### config.mk
export PLATFORM = sky130hd
export DESIGN_NAME = rpn_div
export DESIGN_NICKNAME = d
export VERILOG_FILES = /design/src/rtl/rpn_pkg.sv /design/src/rtl/rpn_div.sv
export VERILOG_INCLUDE_DIRS = /design/src /design/src/rtl
export SDC_FILE = /design/constraint.sdc
export NUM_CORES = 1
export LEC_CHECK = 0
export BUFFER_PORTS_ARGS = -buffer_cell sky130_fd_sc_hd__buf_2
export CAP_MARGIN = 0
export CORE_ASPECT_RATIO = 0.7
export CORE_UTILIZATION = 58
export CTS_BUF_LIST = sky130_fd_sc_hd__clkbuf_4 sky130_fd_sc_hd__clkbuf_8 sky130_fd_sc_hd__clkbuf_16
export DETAILED_ROUTE_END_ITERATION = 10
export PLACE_DENSITY_LB_ADDON = 0.08
export SKIP_LAST_GASP = 1
export SYNTH_ARGS = -nofsm -noshare
export SYNTH_HDL_FRONTEND = slang
export SYNTH_SLANG_ARGS = --single-unit
### constraint.sdc
create_clock -name clk -period 4.8 [get_ports clk]
set_input_delay 0.48 -clock clk [delete_from_list [all_inputs] [get_ports clk]]
set_output_delay 0.48 -clock clk [all_outputs]
set_load 0.05 [all_outputs]
### src/rtl/assert_macros.svh
// Assertion macros shared by the RTL files of the stack evaluator.
`ifndef ASSERT_MACROS_SVH
`define ASSERT_MACROS_SVH

`ifndef SYNTHESIS

// Check a property on every rising clock edge outside reset.
`define RPN_ASSERT(lbl, clk, rst_n, prop) \
	lbl: assert property (@(posedge clk) disable iff (!rst_n) (prop)) \
		else $error("assertion failed");

// Check that a condition never holds outside reset.
`define RPN_NEVER(lbl, clk, rst_n, cond) \
	`RPN_ASSERT(lbl, clk, rst_n, !(cond))

`else

`define RPN_ASSERT(lbl, clk, rst_n, prop)
`define RPN_NEVER(lbl, clk, rst_n, cond)

`endif

`endif

### src/rtl/rpn_pkg.sv
// Types, codes and constants of the stack evaluator.
package rpn_pkg;

	localparam int STACK_DEPTH_DEF = 128;
	localparam int WORD_W          = 32;
	localparam int TOKEN_W         = 8;
	localparam int STATUS_W        = 3;

	typedef logic [WORD_W-1:0]   word_t;
	typedef logic [TOKEN_W-1:0]  token_t;
	typedef logic [STATUS_W-1:0] status_t;

	// Result status codes
	localparam status_t ST_ACCEPTED    = 3'd0;
	localparam status_t ST_VALUE       = 3'd1;
	localparam status_t ST_TOO_COMPLEX = 3'd2;
	localparam status_t ST_TOO_FEW     = 3'd3;
	localparam status_t ST_DIV_ZERO    = 3'd4;
	localparam status_t ST_END         = 3'd5;

	// Token characters
	localparam token_t TOK_TAB   = 8'd9;
	localparam token_t TOK_CR    = 8'd13;
	localparam token_t TOK_SPACE = 8'd32;
	localparam token_t TOK_ZERO  = 8'd48;
	localparam token_t TOK_NINE  = 8'd57;
	localparam token_t TOK_PLUS  = 8'h2B;
	localparam token_t TOK_MINUS = 8'h2D;
	localparam token_t TOK_STAR  = 8'h2A;
	localparam token_t TOK_SLASH = 8'h2F;
	localparam token_t TOK_EQUAL = 8'h3D;

	// Binary operations
	typedef logic [1:0] op_t;
	localparam op_t OP_ADD = 2'd0;
	localparam op_t OP_SUB = 2'd1;
	localparam op_t OP_MUL = 2'd2;
	localparam op_t OP_DIV = 2'd3;

endpackage

### src/rtl/rpn_div.sv
// Iterative signed divider, one quotient bit per cycle, truncating toward zero.
`include "assert_macros.svh"

module rpn_div (
	input  logic           clk,
	input  logic           arst_n,
	input  logic           start,
	input  rpn_pkg::word_t dividend,
	input  rpn_pkg::word_t divisor,
	output logic           done,
	output rpn_pkg::word_t quotient
);
	import rpn_pkg::*;

	localparam int CNT_W = $clog2(WORD_W + 1);

	logic             busy_q;
	logic             done_q;
	logic [CNT_W-1:0] cnt_q;
	word_t            rem_q;
	word_t            quo_q;
	word_t            ub_q;
	logic             neg_q;

	logic [WORD_W:0]   shifted;
	logic [WORD_W+1:0] trial;

	assign shifted = {rem_q, quo_q[WORD_W-1]};
	assign trial   = {1'b0, shifted} - {2'b00, ub_q};

	always_ff @(posedge clk or negedge arst_n) begin
		if (!arst_n) begin
			busy_q <= 1'b0;
			done_q <= 1'b0;
			cnt_q  <= '0;
		end else begin
			done_q <= 1'b0;
			if (start) begin
				busy_q <= 1'b1;
				cnt_q  <= CNT_W'(WORD_W);
			end else if (busy_q) begin
				cnt_q <= cnt_q - CNT_W'(1);
				if (cnt_q == CNT_W'(1)) begin
					busy_q <= 1'b0;
					done_q <= 1'b1;
				end
			end
		end
	end

	always_ff @(posedge clk) begin
		if (start) begin
			rem_q <= '0;
			quo_q <= dividend[WORD_W-1] ? (WORD_W'(0) - dividend) : dividend;
			ub_q  <= divisor[WORD_W-1] ? (WORD_W'(0) - divisor) : divisor;
			neg_q <= dividend[WORD_W-1] ^ divisor[WORD_W-1];
		end else if (busy_q) begin
			// restore on borrow, otherwise keep the difference
			if (!trial[WORD_W+1]) begin
				rem_q <= trial[WORD_W-1:0];
				quo_q <= {quo_q[WORD_W-2:0], 1'b1};
			end else begin
				rem_q <= shifted[WORD_W-1:0];
				quo_q <= {quo_q[WORD_W-2:0], 1'b0};
			end
		end
	end

	assign done     = done_q;
	assign quotient = neg_q ? (WORD_W'(0) - quo_q) : quo_q;

	`RPN_NEVER(a_div_start_busy, clk, arst_n, start && busy_q)
	`RPN_NEVER(a_div_done_busy, clk, arst_n, done_q && busy_q)
	`RPN_ASSERT(a_div_cnt_live, clk, arst_n, busy_q |-> (cnt_q != CNT_W'(0)))

endmodule

# Word-level counts from Yosys, hierarchy flattened
# Cells that the tools add are included.
op_classes:
  mul: 0
  muxes: 15
  order_cmp: 0
  n_reduce_logical: 1
  addsub: 5
  n_shift: 0
  bitwise: 1
  div: 0
  n_eq_ne: 1
ops:
  columns: ["op", "n"]
  rows:
  - ["32-bit two-way mux", 5]
  - ["1-bit by 32-bit subtractor with 32-bit output (first input constant)", 3]
  - ["33-bit by 32-bit subtractor with 34-bit output", 1]
  - ["31-bit two-way mux", 1]
  - ["6-bit two-way mux", 2]
  - ["1-bit two-way mux", 7]
  - ["6-bit by 1-bit equality test with 1-bit output (second input constant)", 1]
  - ["6-bit by 1-bit subtractor with 6-bit output (second input constant)", 1]
  - ["2-bit nonzero test", 1]
  - ["1-bit XOR", 1]
word_totals:
  n_memories: 0
  latch_bits: 0
  ramBits: 0
  romBits: 0
  ff_bits: 105
  output_inout_bits: 33
  input_bits: 67
  elab_cells: 31

# Longest topological paths before layout
# Gate-level depths: netlist of the first run.
depth:
  ltp_word: 4
  ltp_mapped: 13
  mapped_depth_nobuf: 12

# Worst setup path after synthesis of the first run
# Ideal clock, no wire load.
synth_path:
  path_kind: "register to output"
  from: "reg quo_q[4]"
  to: "out quotient[31]"
  arrival_time_ns: 3.668
  stages_incl_launch_ff: 9
  slack_ns: 0.652
  path_cell_list: "edfxtp_1 -> or3_4 -> or4_4 -> or3b_1 -> or3_4 -> or4_4 -> o31ai_4 -> nand2_1 -> xnor2_1"
synth_via:
  elab_chain_len: 2
synth_lines:
  columns: ["item", "line_no", "text"]
  rows:
  - ["start, declared", "rpn_div.sv:21", "word_t quo_q;"]
  - ["start signal, assigned", "rpn_div.sv:54", "quo_q <= dividend[WORD_W-1] ? (WORD_W'(0) - dividend) : dividend;"]
  - ["start signal, assigned", "rpn_div.sv:61", "quo_q <= {quo_q[WORD_W-2:0], 1'b1};"]
  - ["start signal, assigned", "rpn_div.sv:64", "quo_q <= {quo_q[WORD_W-2:0], 1'b0};"]
  - ["1-bit by 32-bit subtractor with 32-bit output", "rpn_div.sv:70", "assign quotient = neg_q ? (WORD_W'(0) - quo_q) : quo_q;"]
  - ["32-bit two-way mux", "rpn_div.sv:70", null]
  - ["end, declared", "rpn_div.sv:11", "output rpn_pkg::word_t quotient"]
# Every way passes these cells.

# Final worst setup path of the first run
# Same ends and word-level chain as after synthesis.

==> results.md, run 1 <==
* Post-CTS Resized at 0
* # setup viols final at 0
* Dpl cells at 1,111
* Clk buf depth at 2
* DRC errors left at 0
* Setup TNS at 0 ns
* Seq cells post-synth at about 110
* Clk Latency, worst-skew pair at 0.35 ns
* ANT nets after route at 0
* EDFF count, synth at 65
* Worst-path cell chain: or3_4 > or4_4 > or3b_1 > or3_4 > or4_4 > o31ai_4 > nand2_1 > xnor2_1 > buf_2
* RSZ-0062 raised after global routing: false
* Met3 routed WL at approximately 1400 um
* Static Leak at 3.53 nW
* Number of port buffers at between 90 and 100
* Antenna violations before repair at 0
* CP max-delay cell: or4_4
* Core Region at 12,700 um^2
* MaxCap Viol Count at 0
* Total congestion overflow at 0
* Asr flop ratio synth at 7.62%
* Die width at about 140 um
* # diodes at 0
* Layout area overhead at 11.4%
* Clk sink count at around 110
* Mapped Cells at 882
* Ys flop type: edfxtp_1
* Met1 WL at 9440 um
* Worst min-delay path category: in -> reg
* Fillcell total at between 1k and 1.5k
* Total Wirelength at between 15,000 and 20,000 um
* Starting Density at about three fifths
* H-tree levels at 3
* YS warnings at 0
* DRT Pass-1 Iters at 5
* Critical path arrival at 3.85 ns
* Skew final at 0.00588 ns
* Crit Path Max Fanout at 5
* Total CTS buffers at 9
* CTS Root Cell: clkbuf_16
* Via count at 6,919
* Storage cell area at 2790 um^2
* Kind of critical path: reg -> out
* Endpoints failing hold at 0
* HPWL Detailed at around 14,000 um
* Multi-input gate area at 4570 um^2
* Wire per inst at 17.1 um
* First-pass GRT wire length at 31,700 um
* CTS hold repair buffers at 1
* Height of the die at approximately 98 um
* Worst Setup Start Kind: flop
* Largest net degree at the start of global routing at 76
* Vias in the first global route at 6,477
* Share of cells above drive strength 1 at 14.7%
* Max Slew Vio Count at 0
* Cell area after synthesis at 7690 um^2
* CTS tree: built
* Final Non-Filler Cells at approximately 1.1k
* Max Freq at 231 MHz
* Minimum clock period at 4.33 ns
* Metal2 WL at 8230 um
* DRT iter0 DRCs at 647
* Library cells used by synthesis at 69
* Vias per inst at around 6
* Die area at 13,700 um^2
* GP Congestion at 0.967
* Worst Tran Pin Value at 1.18 ns
* I/O Pins at 100
* CP required at 4.32 ns
* Status: complete, no violations
* Worst slew margin at a little over a fifth
* Post-CTS Setup Bufs at 0
* # nets final at 1,066
* Placement Rows at 34
* P per Cell Area at 490 nW/um^2
* Seq/Total Area, Yosys at between 30% and 40%
* Commonest non-fill, non-tap cell in the layout: buf_2
* DR top layer: met4
* CP endpoint kind: output port
* Mapped Nets at 987
* Most frequent cells in the layout: buf_2, nor2_1, nand2_1
* Clk slew on worst S/H paths at 0.07 ns
* Global-route usage over all layers at 29.0%
* Final period util at about nine tenths
* CP peak stage delay at around 0.52 ns
* Syn Area/Cell at between 8 and 9 um^2
* Worst VDD drop at between 0.2 and 0.25 mV
## registers in the layout (all words and copies together) (netlist names)
| register | cells |
|---|---|
| ub_q | 32 |
| quo_q | 32 |
| rem_q | 32 |
| done | 1 |
| busy_q | 1 |
| cnt_q | 6 |
| neg_q | 1 |
## worst max-delay path: cells and delay by family (launching register included)
kind / cells / cell delay [ns]
simple gates: 6 / 2.37
flops: 1 / 0.46
buf+inv: 1 / 0.28
compound gates: 1 / 0.24
xor+xnor: 1 / 0.16
## stage by stage
step	power (W)	utilization [%]	setup WS [ns]	instance area, um^2	hold WS (ns)
after floorplan	0.00295	-	0.652	7690	0.184
after global placement	0.00337	65.4	0.977	8290	0.322
after detailed placement	0.00345	65.4	0.852	8290	0.330
after CTS	0.00417	67.6	0.468	8570	0.370
after global routing	0.00447	67.6	0.348	8570	0.375
final	0.00420	67.6	0.468	8570	0.367
## power by group
| group | internal, W | switching [W] | leakage [nW] |
|---|---|---|---|
| logic | 0.000774 | 0.00133 | 2.38 |
| registers | 0.00118 | 0.000203 | 1.01 |
| clock network | 0.000382 | 0.000327 | 0.138 |
## kinds of logic (layout without fill, tap and decap cells)
group,count (synthesis),in the layout,synth area share [%]
AOI/OAI and AO/OA,250,250,21.5
xor gates and xnor gates,115,115,13.1
adders and majority gates,38,38,6.28
buffers and inverters,87,171,4.29
DFF,105,105,36.3
muxes,7,7,0.927
and+or+nand+nor,280,280,17.6
## worst paths after layout
path	startpoint	to	slack, ns	cells past startpoint
worst min register to register	rem_q[21]	rem_q[21]	0.49	2
worst max register to register	ub_q[10]	rem_q[0]	0.90	10
worst min-delay path	divisor[0]	ub_q[0]	0.37	1
max in group asynchronous	arst_n	busy_q	4.14	2
worst max-delay path	quo_q[4]	quotient[31]	0.47	9
min in group asynchronous	arst_n	cnt_q[2]	0.50	2
## layer usage
| metal | track usage, % | vias to the layer above |
|---|---|---|
| met5 | 0 | - |
| met4 | 7.44 | 0 |
| met3 | 5.79 | 32 |
| met2 | 43.6 | 296 |
| met1 | 42.7 | 3233 |
| li1 | - | 3358 |
## Yosys cell counts (4+ instances only)
| master | instances | share of area, % |
|---|---|---|
| a211oi_1 | 8 | 0.78 |
| a21o_1 | 19 | 1.9 |
| a21oi_1 | 62 | 4.0 |
| a311oi_1 | 16 | 1.8 |
| a32oi_1 | 4 | 0.46 |
| and2_1 | 4 | 0.33 |
| and3_1 | 7 | 0.57 |
| clkbuf_1 | 34 | 1.7 |
| dfrtp_1 | 8 | 2.6 |
| dfxtp_1 | 32 | 8.3 |
| edfxtp_1 | 65 | 25 |
| ha_1 | 37 | 6.0 |
| inv_1 | 51 | 2.5 |
| mux2i_1 | 6 | 0.78 |
| nand2_1 | 86 | 4.2 |
| nand3_1 | 13 | 0.85 |
| nand4_1 | 5 | 0.41 |
| nor2_1 | 91 | 4.4 |
| nor2b_1 | 5 | 0.41 |
| nor3_1 | 10 | 0.65 |
| nor4_1 | 8 | 0.65 |
| o21a_1 | 11 | 1.1 |
| o21ai_0 | 63 | 4.1 |
| o21bai_1 | 5 | 0.49 |
| o31ai_1 | 19 | 1.9 |
| o41ai_1 | 8 | 0.91 |
| or2_2 | 10 | 0.81 |
| or3_1 | 11 | 0.89 |
| or4_1 | 10 | 0.98 |
| xnor2_1 | 66 | 7.5 |
| xor2_1 | 49 | 5.6 |
## final cells by class
| type | instances | area share (%) |
|---|---|---|
| well taps | 162 | 2.36 |
| clock buffers | 13 | 3.05 |
| flip-flops and latches | 105 | 32.6 |
| inverters | 51 | 2.23 |
| repair buffers | 104 | 6.28 |
| multi-input cells | 690 | 53.3 |
| clock inverters | 3 | 0.190 |
Power figures use the tool's default switching activity.
==> run 2, diff against run 1 <==
- CORE_UTILIZATION: 58 -> 40
==> run 2 against run 1 <==
Against the previous run:
- power fell by 0.70%
- clock-buffer cell count fell by 4
- non-clock buffer count rose by 1
- die area rose by 44%
- wire length fell by 2.0%
==> results.md, run 2 (synthesized netlist as in run 1, its figures left out) <==
* Status: complete, no violations (unchanged)
* RSZ-0062 raised after global routing: false (unchanged)
* Global-route usage over all layers at 19.6% (was 29.0%)
* Die width at 168 um (was 140 um)
* Clock power share at 17.2% (was 16.9%)
* Worst-path cell chain: or3_4 > or4_4 > or3b_1 > or3_4 > or4_4 > o31ai_4 > nand2_1 > xnor2_1 > buf_2 (unchanged)
* Total Wirelength at 18,900 um (was 19,300 um)
* H-tree levels at 3 (unchanged)
* Worst Setup Start Kind: flop (unchanged)
* Setup TNS at 0 ns (unchanged)
* Share of cells above drive strength 1 at 14.9% (was 14.7%)
* CP required at 4.32 ns (about the same)
* Starting Density at 40.8% (was 60.7%)
* Total CTS buffers at 9 (unchanged)
* Fillcell total at 1,914 (was 1,047)
* Switch share at 44.4% (about the same)
* Final Non-Filler Cells at 1,209 (was 1,128)
* Post-Layout Inst Area at 8680 um^2 (was 8570 um^2)
* Sequential power share at 32.8% (was 33.0%)
* # setup viols final at 0 (unchanged)
* P per Cell Area at 481 nW/um^2 (was 490 nW/um^2)
* Endpoints failing hold at 0 (unchanged)
* I/O Pins at 100 (unchanged)
* Antenna violations before repair at 0 (unchanged)
* Worst min-delay path category: in -> reg (unchanged)
* Height of the die at 118 um (was 98.4 um)
* Clk slew on worst S/H paths at 0.08 ns (was 0.07 ns)
* Post-route setup slack at 0.426 ns (was 0.468 ns)
* Total congestion overflow at 0 (unchanged)
* CTS tree: built (unchanged)
* Commonest non-fill, non-tap cell in the layout: buf_2 (unchanged)
* Wire per inst at 15.7 um (was 17.1 um)
* # nets final at 1,067 (was 1,066)
* First-pass GRT wire length at 30,700 um (was 31,700 um)
* Worst Tran Pin Value at 1.07 ns (was 1.18 ns)
* Vias in the first global route at 5,997 (was 6,477)
* HPWL Detailed at 14,000 um (was 14,400 um)
* Comb pwr share at 50.1% (was 50.2%)
* DRC errors left at 0 (unchanged)
* NetSw at 0.00185 W (was 0.00187 W)
* Worst VDD drop at 0.221 mV (was 0.215 mV)
* DRT Pass-1 Iters at 8 (was 5)
* CP top delay family: simple AND/OR/NAND/NOR gates (unchanged)
* CP max-delay cell: or4_4 (unchanged)
* CP peak stage delay at 0.52 ns (about the same)
* Placed Area at 8390 um^2 (was 8290 um^2)
* Kind of critical path: reg -> out (unchanged)
* ANT nets after route at 0 (unchanged)
* CP endpoint kind: output port (unchanged)
* CTS Root Cell: clkbuf_16 (unchanged)
* Most frequent cells in the layout: buf_2, nor2_1, nand2_1 (unchanged)
* Dpl cells at 1,192 (was 1,111)
* Skew final at 0.0126 ns (was 0.00588 ns)
* Die area at 19,800 um^2 (was 13,700 um^2)
* Critical path arrival at 3.89 ns (was 3.85 ns)
* Crit Path Max Fanout at 5 (unchanged)
* Top flop regs: quo_q (32), rem_q (32), ub_q (32) (unchanged)
* Clk buf depth at 2 (unchanged)
* MaxCap Viol Count at 0 (unchanged)
* Clk Latency, worst-skew pair at 0.35 ns (about the same)
* DP Worst Slack at 0.824 ns (was 0.852 ns)
* Minimum clock period at 4.37 ns (was 4.33 ns)
* Layout area overhead at 12.8% (was 11.4%)
* Via count at 6,513 (was 6,919)
* Critical path buffers and inverters at 1 (unchanged)
* # diodes at 0 (unchanged)
* Clk sink count at 105 (unchanged)
* Number of port buffers at 99 (unchanged)
* Internal at 0.00232 W (was 0.00234 W)
* Largest net degree at the start of global routing at 70 (was 76)
* GP Congestion at 0.847 (was 0.967)
* Worst slew margin at 28.4% (was 21.5%)
* Final period util at 91.1% (was 90.2%)
* Placement Rows at 42 (was 34)
* Vias per inst at 5.39 (was 6.13)
* Max Slew Vio Count at 0 (unchanged)
* Max Freq at 229 MHz (was 231 MHz)
* Core Region at 18,900 um^2 (was 12,700 um^2)
* DRT iter0 DRCs at 448 (was 647)
* Static Leak at 3.53 nW (about the same)
==> run 2: cell types whose count changed in the layout (fill, tap and decap cells not counted) <==
| cell | change |
|---|---|
| clkbuf_4 | -3 |
| inv_6 | +3 |
| buf_4 | +1 |
| clkbuf_8 | -1 |
| clkinv_1 | -1 |
| clkinv_2 | +1 |
| clkinv_4 | +1 |
==> run 2: power groups by stage <==
stage | sequential, W | combinational [W] | clock (W)
2_1_floorplan | 0.00133 | 0.00162 | 0
3_3_place_gp | 0.00138 | 0.00208 | 0
3_5_place_dp | 0.00139 | 0.00208 | 0
4_1_cts | 0.00137 | 0.00209 | 0.000746
5_1_grt | 0.00140 | 0.00231 | 0.000777
6_report | 0.00137 | 0.00209 | 0.000716
==> run 2: routing by layer <==
metal  part of all wire [%]  vias to the layer above  track usage (%)
met5                      0                        -                0
met4                   0.50                        0             4.07
met3                    3.5                        8             3.06
met2                     41                      121             27.9
met1                     55                     3017             30.7
li1                       -                     3367                -
==> run 2: final timing paths <==
kind / start / end / slack, ns / depth (start not counted)
max: quo_q[4] / quotient[31] / 0.43 / 9
min in group asynchronous: arst_n / done / 0.50 / 2
max reg2reg: ub_q[8] / rem_q[27] / 0.95 / 10
max in group asynchronous: arst_n / cnt_q[2] / 4.12 / 2
min reg2reg: rem_q[21] / rem_q[21] / 0.49 / 2
min: divisor[0] / ub_q[0] / 0.37 / 1
==> run 2: worst register-to-register path: stages, from the launching register on <==
cell	delay, ns
edfxtp_1	0.33
inv_1	0.04
ha_1	0.39
and4_1	0.27
nand2_1	0.09
a2111oi_0	0.90
o2111ai_1	0.32
a21o_1	0.29
and3_1	0.45
or4_1	0.63
nand3_1	0.08
==> run 2: repair_timing <==
action                    4_1_cts  5_1_grt
resized for setup               0        0
hold endpoints to repair        8        0
hold buffers                    1        0
setup buffers                   0        0
==> run 2: through the flow <==
step | power [W] | hold slack [ns] | utilization (%)
final | 0.00417 | 0.373 | 46.0
after global routing | 0.00449 | 0.367 | 46.0
after CTS | 0.00420 | 0.356 | 46.0
after detailed placement | 0.00346 | 0.341 | 44.5
after global placement | 0.00347 | 0.340 | 44.5
after floorplan | 0.00295 | 0.184 | -
==> run 2: layout make-up <==
class | instances | area [um^2] | share of cell area, %
flip-flops and latches | 105 | 2790 | 32.2
clock buffers | 9 | 225 | 2.59
multi-input cells | 690 | 4570 | 52.7
well taps | 242 | 303 | 3.49
clock inverters | 7 | 52.6 | 0.605
repair buffers | 105 | 546 | 6.28
inverters | 51 | 191 | 2.21
==> run 3, diff against run 2 <==
- CELL_PAD_IN_SITES_DETAIL_PLACEMENT: not set -> 0
- CELL_PAD_IN_SITES_GLOBAL_PLACEMENT: not set -> 2
- CORE_UTILIZATION: 40 -> 39
==> run 3 against run 2 <==
Against the previous run:
- power rose by 0.58%
- final cell count rose by 1.9%
- combinational power rose by 2%
- largest cell class unchanged
- critical path type unchanged
==> results.md, run 3 (synthesized netlist as in run 1, its figures left out) <==
* Antenna violations before repair at 0 (unchanged)
* Post-CTS Setup Bufs at 0 (unchanged)
* Worst Hold Path EP: ub_q[0] (unchanged)
* CP peak stage delay at 0.52 ns (about the same)
* DRC errors left at 0 (unchanged)
* Skew final at 0.00916 ns (was 0.0126 ns)
* HPWL Detailed at 15,000 um (was 14,000 um)
* Global-route usage over all layers at 20.1% (was 19.6%)
* Worst R2R End: rem_q[11] (was rem_q[27])
* DP Worst Slack at 0.789 ns (was 0.824 ns)
* H-tree levels at 3 (unchanged)
* Worst VDD drop at 0.171 mV (was 0.221 mV)
* CTS tree: built (unchanged)
* Final period util at 91.4% (was 91.1%)
* Starting Density at 40.2% (was 40.8%)
* CP required at 4.32 ns (about the same)
* Top flop regs: quo_q (32), rem_q (32), ub_q (32) (unchanged)
* Placement Rows at 42 (unchanged)
* Hold depth at 1 (unchanged)
* Core Region at 19,100 um^2 (was 18,900 um^2)
* I/O Pins at 100 (unchanged)
* Endpoints failing hold at 0 (unchanged)
* Die width at 170 um (was 168 um)
* # nets final at 1,068 (was 1,067)
* Clk slew on worst S/H paths at 0.07 ns (was 0.08 ns)
* P per Cell Area at 482 nW/um^2 (was 481 nW/um^2)
* CP max-delay cell: or4_4 (unchanged)
* Worst reg2reg setup slack at 0.89 ns (was 0.95 ns)
* Total congestion overflow at 0 (unchanged)
* ANT nets after route at 0 (unchanged)
* Total Wirelength at 19,900 um (was 18,900 um)
* Clk Latency, worst-skew pair at 0.36 ns (was 0.35 ns)
* RSZ-0062 raised after global routing: false (unchanged)
* Minimum clock period at 4.39 ns (was 4.37 ns)
* CTS Root Cell: clkbuf_16 (unchanged)
* Number of port buffers at 99 (unchanged)
* Static Leak at 3.53 nW (about the same)
* Share of cells above drive strength 1 at 14.9% (about the same)
* Total CTS buffers at 9 (unchanged)
* Worst Tran Pin Value at 1.01 ns (was 1.07 ns)
* Start of the worst register-to-register path: rem_q[9] (was ub_q[8])
* Layout Utilization at 45.6% (was 46.0%)
* GP Congestion at 0.845 (was 0.847)
* Height of the die at 120 um (was 118 um)
* Worst slew margin at 32.6% (was 28.4%)
* Vias in the first global route at 6,229 (was 5,997)
* Hold slack final at 0.369 ns (was 0.373 ns)
* Status: complete, no violations (unchanged)
* Worst Setup Start Kind: flop (unchanged)
* Post-route setup slack at 0.412 ns (was 0.426 ns)
* Largest net degree at the start of global routing at 95 (was 70)
* Layout area overhead at 13.3% (was 12.8%)
* MaxCap Viol Count at 0 (unchanged)
* Clk buf depth at 2 (unchanged)
* Kind of critical path: reg -> out (unchanged)
* DRT Pass-1 Iters at 6 (was 8)
* Setup TNS at 0 ns (unchanged)
* Clk sink count at 105 (unchanged)
* Worst min-delay path category: in -> reg (unchanged)
* CP endpoint kind: output port (unchanged)
* Wire per inst at 16.1 um (was 15.7 um)
* Min-delay src: divisor[0] (unchanged)
* # diodes at 0 (unchanged)
* Commonest non-fill, non-tap cell in the layout: buf_2 (unchanged)
* Depth of the worst register-to-register path at 10 (unchanged)
* DRT iter0 DRCs at 461 (was 448)
* Vias per inst at 5.38 (was 5.39)
* Critical path arrival at 3.91 ns (was 3.89 ns)
* Via count at 6,622 (was 6,513)
* Max Freq at 228 MHz (was 229 MHz)
* First-pass GRT wire length at 32,000 um (was 30,700 um)
* # setup viols final at 0 (unchanged)
* Worst-path cell chain: or3_4 > or4_4 > or3b_1 > or3_4 > or4_4 > o31ai_4 > nand2_1 > xnor2_1 > buf_2 (unchanged)
* Crit Path Max Fanout at 5 (unchanged)
* Max Slew Vio Count at 0 (unchanged)
* Die area at 20,300 um^2 (was 19,800 um^2)
* Most frequent cells in the layout: buf_2, nor2_1, nand2_1 (unchanged)
## run 3: cell types whose count changed in the layout (fill, tap and decap cells not counted), sizes merged
cell,delta
clkbuf,+1
inv,-3
clkinvlp,+1
clkinv,+1
buf,+1
## run 3: worst max-delay path by stage
stage	startpoint	to	slack, ns
floorplan	quo_q[4]	quotient[31]	0.65
global placement	quo_q[4]	quotient[31]	0.84
detailed placement	quo_q[4]	quotient[31]	0.79
CTS	quo_q[4]	quotient[31]	0.39
global route	quo_q[4]	quotient[31]	0.21
finish	quo_q[4]	quotient[31]	0.41
## run 3: layer usage
layer,vias up,part of all wire (%),GRT usage (%)
met1,3106,53,30.2
li1,3358,-,-
met3,18,3.9,3.27
met5,-,0,0
met2,140,42,30.0
met4,0,1.2,4.67
## run 3: cell type report
type,instances,area (um^2)
repair buffers,106,553
multi-input cells,690,4570
inverters,51,191
clock inverters,6,45.0
clock buffers,10,233
well taps,264,330
flip-flops and latches,105,2790
fillers,1911,10400
## run 3: power breakdown
part | switching [W] | internal (W) | total [W]
registers | 0.000184 | 0.00118 | 0.00137
logic | 0.00134 | 0.000791 | 0.00213
clock network | 0.000345 | 0.000359 | 0.000704
total | 0.00187 | 0.00233 | 0.00420
## run 3: metrics by stage
stage | instance area (um^2) | power (W) | instances
2_1_floorplan | 7690 | 0.00295 | 882
3_3_place_gp | 8430 | 0.00348 | 1215
3_5_place_dp | 8430 | 0.00349 | 1215
4_1_cts | 8720 | 0.00422 | 1232
5_1_grt | 8720 | 0.00451 | 1232
6_report | 8720 | 0.00420 | 1232
## run 3: timing repair
action / CTS / global route
hold buffers: 1 / 0
endpoints found under the hold margin: 8 / 0
resized for setup: 0 / 0
## run 3: critical path, delay by kind of cell (launching register included)
kind            cells  cell delay, ns
buf+inv             1            0.29
flops               1            0.45
compound gates      1            0.27
simple gates        6            2.36
xor+xnor            1            0.18
